--- src/rtl/pap_pkg.sv ---
`default_nettype none

package pap_pkg;

    localparam int MAX_MESSAGE_BYTES_DEF = 512;
    localparam int POS_W                 = 10;
    localparam int PREFIX_LEN            = 14;

    localparam logic [POS_W-1:0] POS_MAX     = '1;
    localparam logic [16:0]      PORT_SAT    = 17'd65536;
    localparam logic [7:0]       CHAR_SPACE  = 8'h20;
    localparam logic [7:0]       CHAR_ZERO   = 8'h30;
    localparam logic [7:0]       CHAR_NINE   = 8'h39;

    typedef enum logic [2:0] {
        PH_PREFIX,
        PH_TRANSFER,
        PH_PROBE,
        PH_STREAMS,
        PH_NAME
    } phase_t;

    typedef struct packed {
        logic [7:0] data_byte;
        logic       last_byte;
        logic       source_ok;
    } beat_t;

    typedef struct packed {
        logic             peer_valid;
        logic [15:0]      xfer_port;
        logic [15:0]      prb_port;
        logic [31:0]      stream_count;
        logic [POS_W-1:0] name_offset;
        logic [POS_W-1:0] name_length;
    } verdict_t;

    // Fixed message prefix, one byte per position
    function automatic logic [7:0] prefix_byte(input logic [3:0] idx);
        logic [7:0] b;
        case (idx)
            4'd0:    b = 8'h48;
            4'd1:    b = 8'h4C;
            4'd2:    b = 8'h49;
            4'd3:    b = 8'h4E;
            4'd4:    b = 8'h4B;
            4'd5:    b = 8'h5F;
            4'd6:    b = 8'h50;
            4'd7:    b = 8'h45;
            4'd8:    b = 8'h45;
            4'd9:    b = 8'h52;
            4'd10:   b = 8'h5F;
            4'd11:   b = 8'h56;
            4'd12:   b = 8'h32;
            4'd13:   b = 8'h20;
            default: b = 8'h00;
        endcase
        return b;
    endfunction

endpackage

`default_nettype wire

--- src/rtl/peer_advert_parser_unit.sv ---
// A last-byte beat is parsed from the input stage; its verdict is registered in
// the output register, which drives m_valid; the parse is one registered pass.
// Throughput: one byte per cycle while no last byte waits for the result slot.
// Back-pressure on m_ready stalls only last-byte beats held in the input stage.
// Reset: synchronous, active-low aresetn clears both stages and parse state.
`default_nettype none

module peer_advert_parser_unit
    import pap_pkg::*;
#(
    parameter int MAX_MESSAGE_BYTES = MAX_MESSAGE_BYTES_DEF
)
(
    input  wire logic             aclk,
    input  wire logic             aresetn,
    input  wire logic             s_valid,
    output logic                  s_ready,
    input  wire logic [7:0]       s_data_byte,
    input  wire logic             s_last_byte,
    input  wire logic             s_source_ok,
    output logic                  m_valid,
    input  wire logic             m_ready,
    output logic                  m_peer_valid,
    output logic [15:0]           m_xfer_port,
    output logic [15:0]           m_prb_port,
    output logic [31:0]           m_stream_count,
    output logic [POS_W-1:0]      m_name_offset,
    output logic [POS_W-1:0]      m_name_length
);

    logic     beat_valid;
    beat_t    beat;
    logic     advance;
    logic     can_load;
    logic     verdict_valid;
    verdict_t verdict;

    // Hold a last-byte beat until the result slot frees up
    assign advance = beat_valid && (!beat.last_byte || can_load);

    pap_in_stage u_in_stage (
        .aclk        (aclk),
        .aresetn     (aresetn),
        .s_valid     (s_valid),
        .s_ready     (s_ready),
        .s_data_byte (s_data_byte),
        .s_last_byte (s_last_byte),
        .s_source_ok (s_source_ok),
        .advance     (advance),
        .beat_valid  (beat_valid),
        .beat        (beat)
    );

    pap_parse_core #(
        .MAX_MESSAGE_BYTES (MAX_MESSAGE_BYTES)
    ) u_parse_core (
        .aclk          (aclk),
        .aresetn       (aresetn),
        .advance       (advance),
        .beat          (beat),
        .verdict_valid (verdict_valid),
        .verdict       (verdict)
    );

    pap_out_reg u_out_reg (
        .aclk           (aclk),
        .aresetn        (aresetn),
        .load           (verdict_valid),
        .verdict        (verdict),
        .can_load       (can_load),
        .m_valid        (m_valid),
        .m_ready        (m_ready),
        .m_peer_valid   (m_peer_valid),
        .m_xfer_port    (m_xfer_port),
        .m_prb_port     (m_prb_port),
        .m_stream_count (m_stream_count),
        .m_name_offset  (m_name_offset),
        .m_name_length  (m_name_length)
    );

endmodule

`default_nettype wire

--- src/rtl/pap_in_stage.sv ---
`default_nettype none

module pap_in_stage
    import pap_pkg::*;
(
    input  wire logic       aclk,
    input  wire logic       aresetn,
    input  wire logic       s_valid,
    output logic            s_ready,
    input  wire logic [7:0] s_data_byte,
    input  wire logic       s_last_byte,
    input  wire logic       s_source_ok,
    input  wire logic       advance,
    output logic            beat_valid,
    output beat_t           beat
);

    logic  valid_reg;
    beat_t beat_reg;

    // Take a new beat when empty or when the held one moves on this cycle
    assign s_ready    = !valid_reg || advance;
    assign beat_valid = valid_reg;
    assign beat       = beat_reg;

    always_ff @(posedge aclk) begin
        if (!aresetn) begin
            valid_reg <= 1'b0;
        end else if (s_ready) begin
            valid_reg <= s_valid;
        end
    end

    always_ff @(posedge aclk) begin
        if (s_valid && s_ready) begin
            beat_reg.data_byte <= s_data_byte;
            beat_reg.last_byte <= s_last_byte;
            beat_reg.source_ok <= s_source_ok;
        end
    end

endmodule

`default_nettype wire

--- src/rtl/pap_parse_core.sv ---
`default_nettype none

module pap_parse_core
    import pap_pkg::*;
#(
    parameter int MAX_MESSAGE_BYTES = MAX_MESSAGE_BYTES_DEF
)
(
    input  wire logic  aclk,
    input  wire logic  aresetn,
    input  wire logic  advance,
    input  wire beat_t beat,
    output logic       verdict_valid,
    output verdict_t   verdict
);

    localparam logic [POS_W:0] MAX_LEN = (POS_W+1)'(MAX_MESSAGE_BYTES);

    phase_t           phase_reg,      phase_next,      phase_upd;
    logic [POS_W-1:0] pos_reg,        pos_next,        pos_upd;
    logic [16:0]      xfer_reg,       xfer_next,       xfer_upd;
    logic [16:0]      probe_reg,      probe_next,      probe_upd;
    logic [31:0]      stream_reg,     stream_next,     stream_upd;
    logic             ovf_reg,        ovf_next,        ovf_upd;
    logic             seen_reg,       seen_next,       seen_upd;
    logic [POS_W-1:0] nstart_reg,     nstart_next,     nstart_upd;
    logic             failed_reg,     failed_next,     failed_upd;

    logic [POS_W:0]   msg_len;
    logic [POS_W:0]   name_len_full;
    logic             is_digit;
    logic [3:0]       digit;
    logic [19:0]      xfer_step;
    logic [19:0]      probe_step;
    logic [35:0]      stream_step;
    logic             ok;

    assign msg_len  = {1'b0, pos_reg} + (POS_W+1)'(1);
    assign is_digit = (beat.data_byte >= CHAR_ZERO) && (beat.data_byte <= CHAR_NINE);
    assign digit    = beat.data_byte[3:0];

    // acc * 10 + d as two shifted adds
    assign xfer_step   = ({3'b0, xfer_reg} << 3) + ({3'b0, xfer_reg} << 1) + 20'(digit);
    assign probe_step  = ({3'b0, probe_reg} << 3) + ({3'b0, probe_reg} << 1) + 20'(digit);
    assign stream_step = ({4'b0, stream_reg} << 3) + ({4'b0, stream_reg} << 1)
                         + 36'(digit);

    // Next state: parse the held byte
    always_comb begin
        phase_upd  = phase_reg;
        xfer_upd   = xfer_reg;
        probe_upd  = probe_reg;
        stream_upd = stream_reg;
        ovf_upd    = ovf_reg;
        seen_upd   = seen_reg;
        nstart_upd = nstart_reg;
        failed_upd = failed_reg || (msg_len > MAX_LEN);
        pos_upd    = (pos_reg < POS_MAX) ? pos_reg + POS_W'(1) : pos_reg;

        if (!failed_upd) begin
            case (phase_reg)
                PH_PREFIX: begin
                    if (pos_reg >= POS_W'(PREFIX_LEN) ||
                        beat.data_byte != prefix_byte(pos_reg[3:0])) begin
                        failed_upd = 1'b1;
                    end else if (pos_reg == POS_W'(PREFIX_LEN - 1)) begin
                        phase_upd = PH_TRANSFER;
                        seen_upd  = 1'b0;
                    end
                end
                PH_TRANSFER, PH_PROBE, PH_STREAMS: begin
                    if (is_digit) begin
                        seen_upd = 1'b1;
                        if (phase_reg == PH_TRANSFER) begin
                            xfer_upd = (xfer_step > 20'(PORT_SAT)) ? PORT_SAT
                                                                   : xfer_step[16:0];
                        end else if (phase_reg == PH_PROBE) begin
                            probe_upd = (probe_step > 20'(PORT_SAT)) ? PORT_SAT
                                                                     : probe_step[16:0];
                        end else if (stream_step[35:32] != 4'd0) begin
                            ovf_upd    = 1'b1;
                            stream_upd = '1;
                        end else begin
                            stream_upd = stream_step[31:0];
                        end
                    end else if (beat.data_byte == CHAR_SPACE) begin
                        if (!seen_reg) begin
                            failed_upd = 1'b1;
                        end else begin
                            seen_upd = 1'b0;
                            if (phase_reg == PH_STREAMS) begin
                                phase_upd  = PH_NAME;
                                nstart_upd = pos_reg + POS_W'(1);
                            end else if (phase_reg == PH_TRANSFER) begin
                                phase_upd = PH_PROBE;
                            end else begin
                                phase_upd = PH_STREAMS;
                            end
                        end
                    end else begin
                        failed_upd = 1'b1;
                    end
                end
                default: ;
            endcase
        end

        // Clear per-message state after the last beat
        if (beat.last_byte) begin
            phase_next  = PH_PREFIX;
            pos_next    = '0;
            xfer_next   = '0;
            probe_next  = '0;
            stream_next = '0;
            ovf_next    = 1'b0;
            seen_next   = 1'b0;
            nstart_next = '0;
            failed_next = 1'b0;
        end else begin
            phase_next  = phase_upd;
            pos_next    = pos_upd;
            xfer_next   = xfer_upd;
            probe_next  = probe_upd;
            stream_next = stream_upd;
            ovf_next    = ovf_upd;
            seen_next   = seen_upd;
            nstart_next = nstart_upd;
            failed_next = failed_upd;
        end
    end

    // Outputs: verdict from the updated state
    assign name_len_full = msg_len - {1'b0, nstart_upd};

    always_comb begin
        ok = !failed_upd && beat.source_ok && (phase_upd == PH_NAME) &&
             (msg_len > {1'b0, nstart_upd}) &&
             (xfer_upd != 17'd0) && !xfer_upd[16] &&
             (probe_upd != 17'd0) && !probe_upd[16] &&
             (stream_upd != 32'd0) && !ovf_upd;

        verdict_valid = advance && beat.last_byte;
        verdict       = '0;
        if (ok) begin
            verdict.peer_valid   = 1'b1;
            verdict.xfer_port    = xfer_upd[15:0];
            verdict.prb_port     = probe_upd[15:0];
            verdict.stream_count = stream_upd;
            verdict.name_offset  = nstart_upd;
            verdict.name_length  = name_len_full[POS_W-1:0];
        end
    end

    always_ff @(posedge aclk) begin
        if (!aresetn) begin
            phase_reg  <= PH_PREFIX;
            pos_reg    <= '0;
            xfer_reg   <= '0;
            probe_reg  <= '0;
            stream_reg <= '0;
            ovf_reg    <= 1'b0;
            seen_reg   <= 1'b0;
            nstart_reg <= '0;
            failed_reg <= 1'b0;
        end else if (advance) begin
            phase_reg  <= phase_next;
            pos_reg    <= pos_next;
            xfer_reg   <= xfer_next;
            probe_reg  <= probe_next;
            stream_reg <= stream_next;
            ovf_reg    <= ovf_next;
            seen_reg   <= seen_next;
            nstart_reg <= nstart_next;
            failed_reg <= failed_next;
        end
    end

endmodule

`default_nettype wire

--- src/rtl/pap_out_reg.sv ---
`default_nettype none

module pap_out_reg
    import pap_pkg::*;
(
    input  wire logic             aclk,
    input  wire logic             aresetn,
    input  wire logic             load,
    input  wire verdict_t         verdict,
    output logic                  can_load,
    output logic                  m_valid,
    input  wire logic             m_ready,
    output logic                  m_peer_valid,
    output logic [15:0]           m_xfer_port,
    output logic [15:0]           m_prb_port,
    output logic [31:0]           m_stream_count,
    output logic [POS_W-1:0]      m_name_offset,
    output logic [POS_W-1:0]      m_name_length
);

    logic     valid_reg;
    verdict_t data_reg;

    assign can_load       = !valid_reg || m_ready;
    assign m_valid        = valid_reg;
    assign m_peer_valid   = data_reg.peer_valid;
    assign m_xfer_port    = data_reg.xfer_port;
    assign m_prb_port     = data_reg.prb_port;
    assign m_stream_count = data_reg.stream_count;
    assign m_name_offset  = data_reg.name_offset;
    assign m_name_length  = data_reg.name_length;

    always_ff @(posedge aclk) begin
        if (!aresetn) begin
            valid_reg <= 1'b0;
        end else if (can_load) begin
            valid_reg <= load;
        end
    end

    always_ff @(posedge aclk) begin
        if (load && can_load) begin
            data_reg <= verdict;
        end
    end

endmodule

`default_nettype wire

--- config.mk ---
export PLATFORM = sky130hd
export DESIGN_NAME = peer_advert_parser_unit
export DESIGN_NICKNAME = d
export VERILOG_FILES = /design/src/rtl/pap_pkg.sv /design/src/rtl/peer_advert_parser_unit.sv /design/src/rtl/pap_in_stage.sv /design/src/rtl/pap_parse_core.sv /design/src/rtl/pap_out_reg.sv
export SDC_FILE = /design/constraint.sdc
export NUM_CORES = 1
export LEC_CHECK = 0
export BUFFER_PORTS_ARGS = -buffer_cell sky130_fd_sc_hd__buf_2
export CORE_MARGIN = 5
export CORE_UTILIZATION = 56
export CTS_CLUSTER_SIZE = 12
export DETAILED_ROUTE_END_ITERATION = 6
export GPL_TIMING_DRIVEN = 1
export PLACE_DENSITY = 0.75
export SKIP_LAST_GASP = 1
export SLEW_MARGIN = 10
export SYNTH_ARGS = -nofsm -noshare
export SYNTH_HDL_FRONTEND = slang
export SYNTH_SLANG_ARGS = --single-unit
--- constraint.sdc ---
create_clock -name aclk -period 7.45 [get_ports aclk]
set_clock_uncertainty 0.2 [all_clocks]
set_input_delay 0.3725 -clock aclk [delete_from_list [all_inputs] [get_ports aclk]]
set_output_delay 0.3725 -clock aclk [all_outputs]
set_load 0.005 [all_outputs]
==> out/results.tsv <==
metric	value	unit
worst skew pair latency	0.45	ns
root buf cell	clkbuf_16	
Worst-Margin Slew	1.30	ns
die area	30600	um2
CP required	7.41	ns
post-synthesis cell type count	83	
first-pass GRT wire length	69800	um
vias in the first global route	12879	
GPL Wtd Cong	0.975	
final setup fails	0	
initial DRC count	1394	
fillers	2329	
via count	13860	
crit-path cells	ha_1, nand3_1, nor3_1, xor2_1, o31a_1, nor2_1, nand4_1, o21ai_0, inv_1, ha_1, nor2b_1, o21ai_0, a21boi_0, o21ai_0, a21boi_0, o31a_1, o211ai_1, a211oi_4, nand2_2, buf_4, a211oi_2	
Worst Path Max Fanout	24	
Slew Viols, Final	0	
Max Freq	0.153	GHz
worst hold start	m_ready	
Slew Limit Headroom	12.6	%
setup TNS	0	ns
Hold Path Class	input pin to register	
Setup CP Type	register to register	
FFs w/ async S/R, synth	0	%
largest net degree at the start of global routing	98	
total chip power	2180	uW
PD cells	131	nW/um2
ANT cells	0	
EDFF count, synth	95	
nets	1948	
CTS clk-pin slew, worst paths	0.08	ns
#FFs+latches synth	196	
wire per inst	20.2	um
sequential fraction of the synthesis area	32.0	%
max cap viols	0	
Max stage delay cell, worst path	nand2_2	
CP Capture Type	register	
fin util	61.7	%
RSZ-0062 raised after global routing	no	
Reg2Reg Launch Point	u_parse_core.pos_reg[0]	
core area	26900	um2
post-DP HPWL	31100	um
Sink Count	196	
# DRC	0	
maximum vdd drop	0.000126	V
post-route ant nets	0	
register area	4870	um2
most used cell, CP	o21ai_0	
H-tree depth	4	
Overall Global Routing Usage	27.6	%
cell area after synthesis	15200	um2
Finished Layout Cells	2133	
Ports	101	
die height	175	um
total congestion overflow	0	
status	finished clean	
share of layout cells above drive strength 1	14.2	%
crit path launch type	register	
syn nets	1898	
final hold violation count	0	
Detailed Route WL	43100	um
CTS tree	built	
Port Buffers	100	
dpl cells	2090	
post-synthesis area per instance	8.81	um2
CP arrival	6.49	ns
crit share post-route	87.7	%
Mapped Cells	1729	
Initial Utilization	56.7	%
warnings from Yosys	0	
die width	175	um
Multi-input gate area	9750	um2
Slowest Stage Delay on Critical Path	0.61	ns
first-pass iteration count of the detailed router	6	
P&R area growth vs syn	8.90	%
Num CTS Buffers	17	
routed vias/inst	6.50	
Leakage	0.00690	uW
fin crit period	6.53	ns
initial antenna violation count	0	
Rows	60	
CP startpoint	u_parse_core.pos_reg[0]	
post-CTS setup buffers	0	
prevailing post-synth register cell	dfxtp_1	
clk buf depth	2	
-- report_power, final --
part / internal [uW] / switching (uW) / leakage (uW) / total [uW]
logic: 26.0 / 51.7 / 0.00474 / 77.7
registers: 1130 / 9.14 / 0.00186 / 1140
clock network: 483 / 478 / 0.000290 / 961
total: 1640 / 539 / 0.00690 / 2180
-- cell type report --
| type | instances | area share [%] |
|---|---|---|
| inverter | 47 | 1.07 |
| clock inverter | 15 | 1.09 |
| timing repair buffer | 131 | 4.59 |
| sequential | 196 | 29.4 |
| tap | 341 | 2.57 |
| multi-input combinational | 1386 | 58.7 |
| clock buffer | 17 | 2.56 |
-- path summary, 6_finish.rpt --
kind | end | slack [ns] | depth (start not counted)
max | u_out_reg.m_prb_port[7] | 0.92 | 21
min reg2reg | u_parse_core.failed_reg | 0.30 | 2
max reg2reg | u_out_reg.m_prb_port[7] | 0.92 | 21
min | u_out_reg.m_valid | 0.13 | 3
-- metal layers --
| layer | vias to the layer above | wire length, um | global-route usage [%] | share of wire (%) |
|---|---|---|---|---|
| met3 | 63 | 3410 | 3.70 | 7.9 |
| li1 | 6567 | - | - | - |
| met2 | 605 | 18800 | 41.7 | 44 |
| met1 | 6625 | 20200 | 42.2 | 47 |
| met4 | 0 | 723 | 6.42 | 1.7 |
| met5 | - | 0 | 0 | 0 |
-- placed cells by master, fill, tap and decap left out, types with 24 or more instances in the layout --
| cell type | synthesis | final |
|---|---|---|
| dfxtp_1 | 101 | 101 |
| edfxtp_1 | 95 | 95 |
| xor2_1 | 24 | 24 |
| inv_1 | 47 | 46 |
| o21ai_0 | 120 | 119 |
| ha_1 | 148 | 148 |
| a21boi_0 | 30 | 30 |
| nor3_1 | 31 | 30 |
| a21o_1 | 45 | 45 |
| a211oi_2 | 51 | 51 |
| nand3_1 | 34 | 34 |
| xnor2_1 | 32 | 32 |
| nand4_1 | 34 | 34 |
| buf_2 | 20 | 100 |
| nor2b_1 | 40 | 40 |
| and2_1 | 50 | 50 |
| nor2_1 | 108 | 108 |
| nand2_1 | 210 | 209 |
| a21oi_1 | 99 | 99 |
| nor4_1 | 25 | 25 |
| a22oi_1 | 29 | 29 |
-- Yosys cell counts, types with 45 or more instances --
| cell type | count | area share [%] |
|---|---|---|
| inv_1 | 47 | 1.2 |
| dfxtp_1 | 101 | 13 |
| ha_1 | 148 | 12 |
| a21o_1 | 45 | 2.2 |
| a211oi_2 | 51 | 4.2 |
| o21ai_0 | 120 | 3.9 |
| clkbuf_1 | 66 | 1.6 |
| and2_1 | 50 | 2.1 |
| nor2_1 | 108 | 2.7 |
| edfxtp_1 | 95 | 19 |
| a21oi_1 | 99 | 3.3 |
| nand2_1 | 210 | 5.2 |
-- per-stage QoR --
stage / hold slack (ns) / cell area, um2 / setup slack (ns)
4_1_cts: 0.101 / 16600 / 0.990
2_1_floorplan: 0.238 / 15200 / 2.33
3_3_place_gp: 0.276 / 15900 / 1.20
6_report: 0.129 / 16600 / 0.920
3_5_place_dp: 0.268 / 15900 / 1.01
5_1_grt: 0.121 / 16600 / 0.314
-- cells by family after synthesis --
logic type,after synthesis,share of synthesized area (%)
XOR/XNOR,56,3.22
adder cells (fa/ha/maj),155,13.1
AO/OA/AOI/OAI,543,26.4
multiplexers,12,0.788
flip-flops,196,32.0
AND/OR/NAND/NOR,620,20.3
buffers and inverters,147,4.23
-- critical path, delay by kind of cell, from the launching register on --
| family | cells | cell delay, ns |
|---|---|---|
| buffers and inverters | 2 | 0.62 |
| XOR/XNOR | 1 | 0.17 |
| AO/OA/AOI/OAI | 10 | 2.42 |
| adder cells (fa/ha/maj) | 2 | 0.62 |
| AND/OR/NAND/NOR | 6 | 1.63 |
| flip-flops | 1 | 0.55 |
-- timing repair --
item / CTS / global route
endpoints found under the hold margin: 11 / 0
endpoints found under the setup margin: 0 / 0
resized for setup: 0 / 0
hold buffers: 11 / 0
No activity file was read; power rests on OpenSTA's default activity.
